`config.mk`:
```
export PLATFORM = sky130hd
export DESIGN_NAME = velocity_reversal_detector_unit
export DESIGN_NICKNAME = d
export VERILOG_FILES = /design/src/rtl/core/vrd_pkg.sv /design/src/rtl/core/vrd_div.sv /design/src/rtl/core/vrd_hist.sv /design/src/rtl/core/velocity_reversal_detector_unit.sv
export SDC_FILE = /design/constraint.sdc
export NUM_CORES = 2
export LEC_CHECK = 0
export BUFFER_PORTS_ARGS = -buffer_cell sky130_fd_sc_hd__buf_4
export CORE_MARGIN = 2
export CORE_UTILIZATION = 40
export DETAILED_ROUTE_END_ITERATION = 8
export PLACE_DENSITY = 0.54
export SYNTH_ARGS = -nofsm -noshare
export SYNTH_HDL_FRONTEND = slang
export SYNTH_HIERARCHICAL = 1
export SYNTH_SLANG_ARGS = --single-unit
```
`constraint.sdc`:
```
create_clock -name clk -period 9.7 [get_ports clk]
set_input_delay 2.91 -clock clk [delete_from_list [all_inputs] [get_ports clk]]
set_output_delay 2.91 -clock clk [all_outputs]
set_load 0.01 [all_outputs]
```
`src/rtl/core/vrd_pkg.sv`:
```
// vrd_pkg: request/result payload types, widths and constants for the
// velocity reversal detector. No dependencies.
package vrd_pkg;

  localparam int POS_W     = 32;
  localparam int TIME_W    = 48;
  localparam int VEL_W     = 48;
  localparam int DIFF_W    = POS_W + 1;
  localparam int MIL_W     = 20;
  localparam int PROD_W    = DIFF_W + MIL_W;
  localparam int DVD_W     = 52;
  localparam int DVS_W     = TIME_W;
  localparam int SIGN_W    = 2;

  localparam int HISTORY_DEPTH = 8;

  localparam logic [MIL_W-1:0] USEC_PER_SEC = MIL_W'(1000000);

  localparam logic [DVD_W-1:0] POS_LIM = DVD_W'((64'd1 << (VEL_W - 1)) - 64'd1);
  localparam logic [DVD_W-1:0] NEG_LIM = DVD_W'(64'd1 << (VEL_W - 1));
  localparam logic [VEL_W-1:0] VEL_MAX = {1'b0, {(VEL_W-1){1'b1}}};
  localparam logic [VEL_W-1:0] VEL_MIN = {1'b1, {(VEL_W-1){1'b0}}};

  localparam logic [SIGN_W-1:0] SIGN_ZERO = 2'd0;
  localparam logic [SIGN_W-1:0] SIGN_POS  = 2'd1;
  localparam logic [SIGN_W-1:0] SIGN_NEG  = 2'd2;

  typedef struct packed {
    logic signed [POS_W-1:0]  pos_x;
    logic signed [POS_W-1:0]  pos_y;
    logic        [TIME_W-1:0] sample_time;
  } in_req_t;

  typedef struct packed {
    logic signed [VEL_W-1:0] vel_x;
    logic signed [VEL_W-1:0] vel_y;
    logic                    reversal;
    logic                    time_error;
  } out_req_t;

  typedef struct packed {
    logic              valid;
    logic [SIGN_W-1:0] sign;
  } hist_upd_t;

  typedef struct packed {
    logic start;
    logic done;
  } div_ctl_t;

endpackage

```
`src/rtl/core/vrd_div.sv`:
```
// vrd_div: shared restoring divider, one quotient bit per cycle.
// Depends on vrd_pkg.
module vrd_div (
  input  logic                        clk,
  input  logic                        rst_n,
  input  logic                        start,
  input  logic [vrd_pkg::DVD_W-1:0]   dividend,
  input  logic [vrd_pkg::DVS_W-1:0]   divisor,
  output logic                        done,
  output logic [vrd_pkg::DVD_W-1:0]   quotient
);

  localparam int CNT_W = $clog2(vrd_pkg::DVD_W);

  logic [vrd_pkg::DVS_W-1:0] rem_r;
  logic [vrd_pkg::DVD_W-1:0] quo_r;
  logic [vrd_pkg::DVS_W-1:0] dvs_r;
  logic [CNT_W-1:0]          cnt_r;
  logic                      busy_r;
  logic                      done_r;

  logic [vrd_pkg::DVS_W:0]   shifted;
  logic [vrd_pkg::DVS_W+1:0] trial;
  logic                      ge;

  assign shifted = {rem_r, quo_r[vrd_pkg::DVD_W-1]};
  assign trial   = {1'b0, shifted} - {2'b00, dvs_r};
  assign ge      = ~trial[vrd_pkg::DVS_W+1];

  always_ff @(posedge clk) begin
    if (!rst_n) begin
      busy_r <= 1'b0;
      done_r <= 1'b0;
      cnt_r  <= '0;
    end else begin
      done_r <= 1'b0;
      if (start) begin
        busy_r <= 1'b1;
        cnt_r  <= CNT_W'(vrd_pkg::DVD_W - 1);
      end else if (busy_r) begin
        if (cnt_r == '0) begin
          busy_r <= 1'b0;
          done_r <= 1'b1;
        end
        cnt_r <= cnt_r - CNT_W'(1);
      end
    end
  end

  always_ff @(posedge clk) begin
    if (start) begin
      rem_r <= '0;
      quo_r <= dividend;
      dvs_r <= divisor;
    end else if (busy_r) begin
      rem_r <= ge ? trial[vrd_pkg::DVS_W-1:0] : shifted[vrd_pkg::DVS_W-1:0];
      quo_r <= {quo_r[vrd_pkg::DVD_W-2:0], ge};
    end
  end

  assign done     = done_r;
  assign quotient = quo_r;

endmodule

```
`src/rtl/core/vrd_hist.sv`:
```
// vrd_hist: x-velocity sign shift store with running positive/negative counts.
// Depends on vrd_pkg.
module vrd_hist #(
  parameter int DEPTH = vrd_pkg::HISTORY_DEPTH
) (
  input  logic               clk,
  input  logic               rst_n,
  input  vrd_pkg::hist_upd_t upd,
  output logic               reversal
);

  localparam int CNT_W = $clog2(DEPTH + 1);

  logic [vrd_pkg::SIGN_W-1:0] hist_r [DEPTH];
  logic [CNT_W-1:0]           pos_cnt_r;
  logic [CNT_W-1:0]           neg_cnt_r;
  logic [CNT_W-1:0]           pos_cnt_nxt;
  logic [CNT_W-1:0]           neg_cnt_nxt;
  logic                       in_pos;
  logic                       in_neg;
  logic                       out_pos;
  logic                       out_neg;

  assign in_pos  = (upd.sign == vrd_pkg::SIGN_POS);
  assign in_neg  = (upd.sign == vrd_pkg::SIGN_NEG);
  assign out_pos = (hist_r[DEPTH-1] == vrd_pkg::SIGN_POS);
  assign out_neg = (hist_r[DEPTH-1] == vrd_pkg::SIGN_NEG);

  assign pos_cnt_nxt = pos_cnt_r + CNT_W'(in_pos) - CNT_W'(out_pos);
  assign neg_cnt_nxt = neg_cnt_r + CNT_W'(in_neg) - CNT_W'(out_neg);

  // result for the entry being shifted in this cycle
  assign reversal = (pos_cnt_nxt != '0) && (neg_cnt_nxt != '0);

  always_ff @(posedge clk) begin
    if (!rst_n) begin
      pos_cnt_r <= '0;
      neg_cnt_r <= '0;
      for (int i = 0; i < DEPTH; i++) begin
        hist_r[i] <= vrd_pkg::SIGN_ZERO;
      end
    end else if (upd.valid) begin
      pos_cnt_r <= pos_cnt_nxt;
      neg_cnt_r <= neg_cnt_nxt;
      hist_r[0] <= upd.sign;
      for (int i = 1; i < DEPTH; i++) begin
        hist_r[i] <= hist_r[i-1];
      end
    end
  end

endmodule

```
`src/rtl/core/velocity_reversal_detector_unit.sv`:
```
// velocity_reversal_detector_unit: top level, sequencer around the shared divider.
// Depends on vrd_pkg, vrd_div, vrd_hist.
//
//  channel | ports                            | direction
//  --------+----------------------------------+----------
//  request | in_valid, in_ready, in_data      | in
//  result  | out_valid, out_ready, out_data   | out
//
// A request with a positive time step runs x and then y through a difference
// step, a multiply step and the shared restoring divider (one quotient bit
// per cycle over 52 dividend bits). A request with a time error goes straight
// to the finish state. Reset is synchronous and clears the previous sample and
// the sign store. The result register lets the next request in while a result
// waits on out_ready.
module velocity_reversal_detector_unit #(
  parameter int HISTORY_DEPTH = vrd_pkg::HISTORY_DEPTH
) (
  input  logic              clk,
  input  logic              rst_n,
  input  logic              in_valid,
  output logic              in_ready,
  input  vrd_pkg::in_req_t  in_data,
  output logic              out_valid,
  input  logic              out_ready,
  output vrd_pkg::out_req_t out_data
);

  localparam logic [2:0] ST_IDLE = 3'd0;
  localparam logic [2:0] ST_DIFF = 3'd1;
  localparam logic [2:0] ST_MUL  = 3'd2;
  localparam logic [2:0] ST_DIV  = 3'd3;
  localparam logic [2:0] ST_FIN  = 3'd4;

  logic [2:0] state_r;
  logic [2:0] state_nxt;

  vrd_pkg::in_req_t             cur_r;
  logic [vrd_pkg::POS_W-1:0]    prev_x_r;
  logic [vrd_pkg::POS_W-1:0]    prev_y_r;
  logic [vrd_pkg::TIME_W-1:0]   prev_time_r;
  logic [vrd_pkg::TIME_W-1:0]   dt_r;
  logic                         terr_r;
  logic                         comp_r;
  logic [vrd_pkg::DIFF_W-1:0]   mag_r;
  logic                         neg_r;
  logic [vrd_pkg::VEL_W-1:0]    vx_r;
  logic [vrd_pkg::VEL_W-1:0]    vy_r;
  logic                         out_valid_r;
  logic                         out_valid_nxt;
  vrd_pkg::out_req_t            out_data_r;

  logic                         in_acc;
  logic                         fin_load;
  logic [vrd_pkg::POS_W-1:0]    sel_cur;
  logic [vrd_pkg::POS_W-1:0]    sel_prev;
  logic [vrd_pkg::DIFF_W-1:0]   diff;
  logic [vrd_pkg::PROD_W-1:0]   prod;
  logic [vrd_pkg::VEL_W-1:0]    vel_sat;
  logic [vrd_pkg::DVD_W-1:0]    div_quo;
  vrd_pkg::div_ctl_t            div_ctl;
  vrd_pkg::hist_upd_t           hist_upd;
  logic                         hist_rev;

  assign in_ready  = (state_r == ST_IDLE);
  assign in_acc    = in_valid && in_ready;
  assign fin_load  = (state_r == ST_FIN) && (!out_valid_r || out_ready);
  assign out_valid = out_valid_r;
  assign out_data  = out_data_r;

  assign sel_cur  = comp_r ? cur_r.pos_y : cur_r.pos_x;
  assign sel_prev = comp_r ? prev_y_r : prev_x_r;
  assign diff     = {sel_cur[vrd_pkg::POS_W-1], sel_cur}
                  - {sel_prev[vrd_pkg::POS_W-1], sel_prev};
  assign prod     = vrd_pkg::PROD_W'(mag_r) * vrd_pkg::PROD_W'(vrd_pkg::USEC_PER_SEC);

  always_comb begin
    if (!neg_r) begin
      vel_sat = (div_quo > vrd_pkg::POS_LIM) ? vrd_pkg::VEL_MAX
                                             : div_quo[vrd_pkg::VEL_W-1:0];
    end else begin
      vel_sat = (div_quo > vrd_pkg::NEG_LIM) ? vrd_pkg::VEL_MIN
                                             : '0 - div_quo[vrd_pkg::VEL_W-1:0];
    end
  end

  assign div_ctl.start = (state_r == ST_MUL);

  vrd_div u_div (
    .clk      (clk),
    .rst_n    (rst_n),
    .start    (div_ctl.start),
    .dividend (prod[vrd_pkg::DVD_W-1:0]),
    .divisor  (dt_r),
    .done     (div_ctl.done),
    .quotient (div_quo)
  );

  assign hist_upd.valid = fin_load;
  assign hist_upd.sign  = vx_r[vrd_pkg::VEL_W-1] ? vrd_pkg::SIGN_NEG :
                          (vx_r != '0)          ? vrd_pkg::SIGN_POS :
                                                  vrd_pkg::SIGN_ZERO;

  vrd_hist #(
    .DEPTH (HISTORY_DEPTH)
  ) u_hist (
    .clk      (clk),
    .rst_n    (rst_n),
    .upd      (hist_upd),
    .reversal (hist_rev)
  );

  always_comb begin
    state_nxt = state_r;
    case (state_r)
      ST_IDLE: begin
        if (in_acc) begin
          state_nxt = (in_data.sample_time <= prev_time_r) ? ST_FIN : ST_DIFF;
        end
      end
      ST_DIFF: state_nxt = ST_MUL;
      ST_MUL:  state_nxt = ST_DIV;
      ST_DIV: begin
        if (div_ctl.done) begin
          state_nxt = comp_r ? ST_FIN : ST_DIFF;
        end
      end
      ST_FIN: begin
        if (fin_load) begin
          state_nxt = ST_IDLE;
        end
      end
      default: state_nxt = ST_IDLE;
    endcase
  end

  always_comb begin
    out_valid_nxt = out_valid_r;
    if (fin_load) begin
      out_valid_nxt = 1'b1;
    end else if (out_ready) begin
      out_valid_nxt = 1'b0;
    end
  end

  always_ff @(posedge clk) begin
    if (!rst_n) begin
      state_r     <= ST_IDLE;
      out_valid_r <= 1'b0;
      prev_x_r    <= '0;
      prev_y_r    <= '0;
      prev_time_r <= '0;
    end else begin
      state_r     <= state_nxt;
      out_valid_r <= out_valid_nxt;
      if (fin_load) begin
        prev_x_r    <= cur_r.pos_x;
        prev_y_r    <= cur_r.pos_y;
        prev_time_r <= cur_r.sample_time;
      end
    end
  end

  always_ff @(posedge clk) begin
    if (in_acc) begin
      cur_r  <= in_data;
      dt_r   <= in_data.sample_time - prev_time_r;
      terr_r <= (in_data.sample_time <= prev_time_r);
      comp_r <= 1'b0;
      vx_r   <= '0;
      vy_r   <= '0;
    end
    if (state_r == ST_DIFF) begin
      neg_r <= diff[vrd_pkg::DIFF_W-1];
      mag_r <= diff[vrd_pkg::DIFF_W-1] ? ('0 - diff) : diff;
    end
    if ((state_r == ST_DIV) && div_ctl.done) begin
      if (comp_r) begin
        vy_r <= vel_sat;
      end else begin
        vx_r <= vel_sat;
      end
      comp_r <= 1'b1;
    end
    if (fin_load) begin
      out_data_r.vel_x      <= vx_r;
      out_data_r.vel_y      <= vy_r;
      out_data_r.reversal   <= hist_rev;
      out_data_r.time_error <= terr_r;
    end
  end

endmodule

```
# Word-level counts from Yosys, hierarchy flattened

Memory sizes are Yosys's and may differ from the RTL's.
Cells that the tools add are included.

Reduce and logical (&&, ||, !) cells: 16
Order comparisons: 3
Bitwise logic cells: 11
$mul: 1
Mux-type cells: 43
Eq/ne operators: 11
$add $sub $neg: 10

Operator list:

| cell                                                                    | count |
|---|---|
| 48-bit 2-to-1 mux                                                       | 10 |
| 52-bit 2-to-1 mux                                                       | 2 |
| 32-bit 2-to-1 mux                                                       | 3 |
| 52-bit by 47-bit > comparator with 1-bit output (second input constant) | 1 |
| 52-bit by 48-bit > comparator with 1-bit output (second input constant) | 1 |
| 49-bit by 48-bit subtractor with 50-bit output                          | 1 |
| 48-bit less-or-equal comparator                                         | 1 |
| 48-bit nonzero test                                                     | 1 |
| 1-bit by 48-bit subtractor with 48-bit output (first input constant)    | 1 |
| 48-bit subtractor                                                       | 1 |
| 33-bit by 14-bit multiplier with 46-bit output (second input constant)  | 1 |
| 1-bit by 33-bit subtractor with 33-bit output (first input constant)    | 1 |
| 32-bit by 32-bit subtractor with 33-bit output                          | 1 |
| 2-bit 2-to-1 mux                                                        | 9 |
| 3-bit 2-to-1 mux                                                        | 5 |
| 3-bit case mux with 5 select lines                                      | 1 |
| 6-bit 2-to-1 mux                                                        | 2 |
| 1-bit 2-to-1 mux                                                        | 11 |
| 4-bit by 1-bit adder with 4-bit output                                  | 2 |
| 1-bit bitwise OR                                                        | 8 |
| 4-bit nonzero test                                                      | 2 |
| 4-bit by 1-bit subtractor with 4-bit output                             | 2 |
| 3-bit by 2-bit == test with 1-bit output (second input constant)        | 2 |
| 6-bit logical NOT                                                       | 1 |
| 16 further kinds                                                        | 25 |

Memory bits (writable): 16
Bits in registers: 670
Output and inout bits: 100
Memories: 1
Word-level logic and storage cells: 126

Memory list:

| name          | depth | bits a word | read ports | clocked after memory_dff | write ports | line           | RTL |
|---|---|---|---|---|---|---|---|
| u_hist.hist_r | 8     | 2           | 8          | 0                        | 8           | vrd_hist.sv:14 | `logic [vrd_pkg::SIGN_W-1:0] hist_r [DEPTH];` |

# Longest topological paths before layout

Depth after elaboration: 8
Depth in mapped cells: 24

# Cells and area by module

Netlist, hierarchy kept.

Modules (own cells, without submodules):

| module                          | area each (um^2) | times used | cells each |
|---|---|---|---|
| velocity_reversal_detector_unit | 30,843.3         | 1          | 2,988 |
| vrd_div                         | 8,802.2          | 1          | 870 |
| vrd_hist                        | 1,249.9          | 1          | 103 |

# Worst setup path before layout

OpenSTA, ideal clock, no wires.

Kind: input port to flip-flop
From: input port in_valid
To: register vx_r[29] (netlist name)
Setup slack: 1.924 ns
Required time: 9.569 ns
Library setup time: 0.131 ns
Data arrival time: 7.645 ns
Stages: 5
Path through: and2_1 -> nor2_1 -> clkbuf_1 -> a221oi_1 -> o21ai_0

Word-level cells in the longest chain between the ends: 4

Ends and longest elaborated chain:

| what                 | line                                   | RTL |
|---|---|---|
| from (decl)          | velocity_reversal_detector_unit.sv:20  | `input logic in_valid,` |
| 1-bit logical AND *  | velocity_reversal_detector_unit.sv:65  | `assign in_acc = in_valid && in_ready;` |
| 48-bit 2-to-1 mux *  | velocity_reversal_detector_unit.sv:164 | `if (in_acc) begin` |
| 48-bit 2-to-1 mux    | velocity_reversal_detector_unit.sv:177 | `if (comp_r) begin` |
| 48-bit 2-to-1 mux *  | velocity_reversal_detector_unit.sv:176 | `if ((state_r == ST_DIV) && div_ctl.done) begin` |
| to (signal assigned) | velocity_reversal_detector_unit.sv:180 | `vx_r <= vel_sat;` |
| to (decl)            | velocity_reversal_detector_unit.sv:46  | `logic [vrd_pkg::VEL_W-1:0] vx_r;` |

Every way passes the cells marked *; elsewhere a longest branch is shown, timed or not.
A chain may end at the register's enable or synchronous reset.

# Worst setup path in the final report

From: register mag_r[16] (netlist name)
To: register u_div.quo_r, in the netlist u_div/quotient[48] (data pin)

Word-level cells in the longest chain between the ends: 2

Ends and longest elaborated chain:

| what                                           | line                                   | RTL |
|---|---|---|
| from (decl)                                    | velocity_reversal_detector_unit.sv:44  | `logic [vrd_pkg::DIFF_W-1:0] mag_r;` |
| from (signal assigned)                         | velocity_reversal_detector_unit.sv:174 | `mag_r <= diff[vrd_pkg::DIFF_W-1] ? ('0 - diff) : diff;` |
| 33-bit by 14-bit multiplier with 46-bit output | velocity_reversal_detector_unit.sv:74  | `assign prod = vrd_pkg::PROD_W'(mag_r) * vrd_pkg::PROD_W'(vrd_pkg::USEC_PER_SEC);` |
| via prod, one bit                              | velocity_reversal_detector_unit.sv:57  | `logic [vrd_pkg::PROD_W-1:0] prod;` |
| 52-bit 2-to-1 mux                              | vrd_div.sv:51                          | `if (start) begin` |
| to (signal assigned)                           | vrd_div.sv:53                          | `quo_r <= dividend;` |
| to (signal assigned)                           | vrd_div.sv:57                          | `quo_r <= {quo_r[vrd_pkg::DVD_W-2:0], ge};` |
| to (decl)                                      | vrd_div.sv:16                          | `logic [vrd_pkg::DVD_W-1:0] quo_r;` |

The timed path passes the listed nets, and every way through them passes these cells.

==> impl_metrics.yaml <==
drt:
  vias: 29000
  wl_per_cell_um: 18.0
  drt_drc_violations_left: 0
  drt_iter0_drc: 2004
  routed_wirelength_mm: 100
  vias_per_cell: 5.21
  first_pass_iters: 7
  ant_nets: 0
timing:
  rsz0062_at_grt: "false"
  period_needed_ns: 6.57
  maxSlewViolCount: 0
  fin_tns_setup_ns: 0
  fmax_ghz: 0.152
  setup_viol: 0
  fin_crit_sh_pct: 67.8
  hold_violations: 0
  relSlewSlack_pct: 23.9
  skew_ns: 0.0215
  worst_pin_slew_ns: 1.14
  finalWorstSetupSlack_ns: 3.13
global_routing:
  overflow: 0
  grt_pass1_wl_mm: 159
  track_usage_pct: 19.1
  antenna_found_initial: 2
  grt_max_degree: 135
  grt_pass1_vias: 28100
floorplan:
  core_um2: 102000
  dieHeight_um: 324
  io_pins: 216
  initial_utilization_pct: 40.3
  rows: 117
  fp.dieArea_um2: 105000
  die_w_um: 324
critical_path:
  startpoint_type: "register"
  cp_max_fo: 5
  arrival_ns: 6.98
  crit_path_end_kind: "register"
  critPathRequiredTime_ns: 10.10
  worstSetupPathType: "register to register"
clock_network:
  cts.sinks: 686
  ctsHtreeMaxLevel: 3
  clock_path_buffers: 3
  cts_root_buffer: "clkbuf_16"
  cts_hold_buf: 0
  cts_setup_buffers: 0
  clk_pin_slew_ns: 0.06
  cts_tree: "yes"
  clk_latency_ns: 0.66
  cts-resized-gates: 0
  numCtsBuffers: 77
place:
  dp_hpwl_mm: 74.9
  portBuffers: 215
  dp.cells: 5425
  dp_slack_ns: 3.12
  gp_congestion: 0.865
  place_area_um2: 43900
logic_synthesis:
  syn_area_per_cell_um2: 10.3
  ys_seq_elements: 686
  synth_edf_count: 409
  async_reset_ff_share_pct: 0
  ys.flop_type: "edfxtp_1"
  synth_top_area_share_pct: 30.0
  ys_top_cells_by_count: "nand2_1 (450), edfxtp_1 (409), inv_1 (351), ha_1 (290), dfxtp_1 (277)"
  yosysSeqAreaShare_pct: 43.6
  yosys_warnings: 6
  synth_cells: 3961
  netlist.top_cell.by_area: "edfxtp_1"
  synth_area_um2: 40900
  synth.distinct_cells: 102
  synth.most_common_cell: "nand2_1"
  synth.area.top_cells: "edfxtp_1 (30%), dfxtp_1 (14%), ha_1 (8.9%)"
finish:
  final_area_um2: 46500
  drive_above_1_share_pct: 12.2
  fillers: 9707
  nets: 4687
  syn_to_final_growth_pct: 13.6
  instances_no_fill: 5570
status:
  outcome: "finished clean"
flow_run:
  cap_viol_max_count: 0
hold_path:
  hp-class: "register to register"
[cell type report]
class	count	area, µm²	area share, %
multi-input combinational	2775	21200	45.6
sequential	686	17800	38.4
clock buffer	105	2180	4.68
timing repair buffer	244	1840	3.97
tap	1368	1710	3.68
inverter	352	1330	2.86
clock inverter	39	400	0.862
antenna	1	2.50	0.00539
[logic make-up (layout without fill, tap and decap cells)]
| family | Yosys count | count (layout) | share of synthesized area, % |
|---|---|---|---|
| compound gates | 972 | 972 | 15.9 |
| mux | 152 | 152 | 3.98 |
| buf+inv | 505 | 740 | 4.78 |
| fa+ha+maj | 435 | 435 | 16.0 |
| other cells | 1 | 7 | 0.00917 |
| xor+xnor | 187 | 187 | 4.07 |
| simple gates | 1023 | 1023 | 11.7 |
| flops | 686 | 686 | 43.6 |
[critical path: stages, from the launching register on]
cell and delay, ns:
edfxtp_1 0.48, inv_1 0.19, fa_1 0.56, inv_1 0.06
fa_1 0.50, fa_1 0.57, fa_1 0.43, ha_1 0.29
inv_1 0.05, fa_1 0.49, inv_1 0.04, ha_1 0.36
a21o_1 0.22, a21o_1 0.18, a21oi_1 0.23, o21bai_1 0.09
a221oi_1 0.31, nand4_1 0.19, a32oi_1 0.34, o21ai_0 0.21
nand4_1 0.13, o311ai_0 0.13, mux2_2 0.28
[cells in the final DEF, fill, tap and decap left out, types with 56 or more instances in the layout]
cell / instances
a21o_1: 106
nor3_1: 56
fa_1: 145
nor2_1: 198
clkbuf_16: 80
a21oi_1: 231
buf_4: 243
a21boi_0: 121
inv_1: 350
edfxtp_1: 409
xor2_1: 63
nand2_1: 450
mux2_2: 84
ha_1: 290
o21ai_0: 172
xnor2_1: 122
dfxtp_1: 275
mux2i_1: 67
[through the flow]
step	utilization (%)	hold slack, ns
final	45.7	0.421
after global routing	45.7	0.442
after CTS	45.7	0.424
after detailed placement	43.2	0.407
after global placement	43.2	0.401
after floorplan	-	0.400
[per-layer routing]
| layer | vias up | track usage (%) | routed length, µm |
|---|---|---|---|
| li1 | 14500 | - | - |
| met1 | 13800 | 29.4 | 52200 |
| met2 | 662 | 27.9 | 41800 |
| met3 | 98 | 3.02 | 4880 |
| met4 | 0 | 4.21 | 1440 |
| met5 | - | 0 | 0 |
[final timing paths]
path,start,endpoint,slack [ns],depth (start not counted)
max,mag_r[16]$_DFFE_PP_,u_div/quotient[48]$_DFFE_PP_,3.13,22
min,dt_r[23]$_DFFE_PP_,u_div/dvs_r[23]$_DFFE_PP_,0.42,0
max reg2reg,mag_r[16]$_DFFE_PP_,u_div/quotient[48]$_DFFE_PP_,3.13,22
min reg2reg,dt_r[23]$_DFFE_PP_,u_div/dvs_r[23]$_DFFE_PP_,0.42,0
[flip-flops by register name (all words and copies together), names as in the netlist, 4 cells and up]
register	cells
out_data	98
mag_r	33
vx_r	48
u_div/quotient	52
cur_r	112
vy_r	48
prev_time_r	48
u_hist/pos_cnt_r	4
prev_x_r	32
u_hist/hist_r	16
u_div/rem_r	48
u_div/cnt_r	6
u_div/dvs_r	48
dt_r	48
prev_y_r	32
u_hist/neg_cnt_r	4
Power is not shown: default switching activity piles up to over one toggle a cycle in this logic, so the estimate is an artifact.
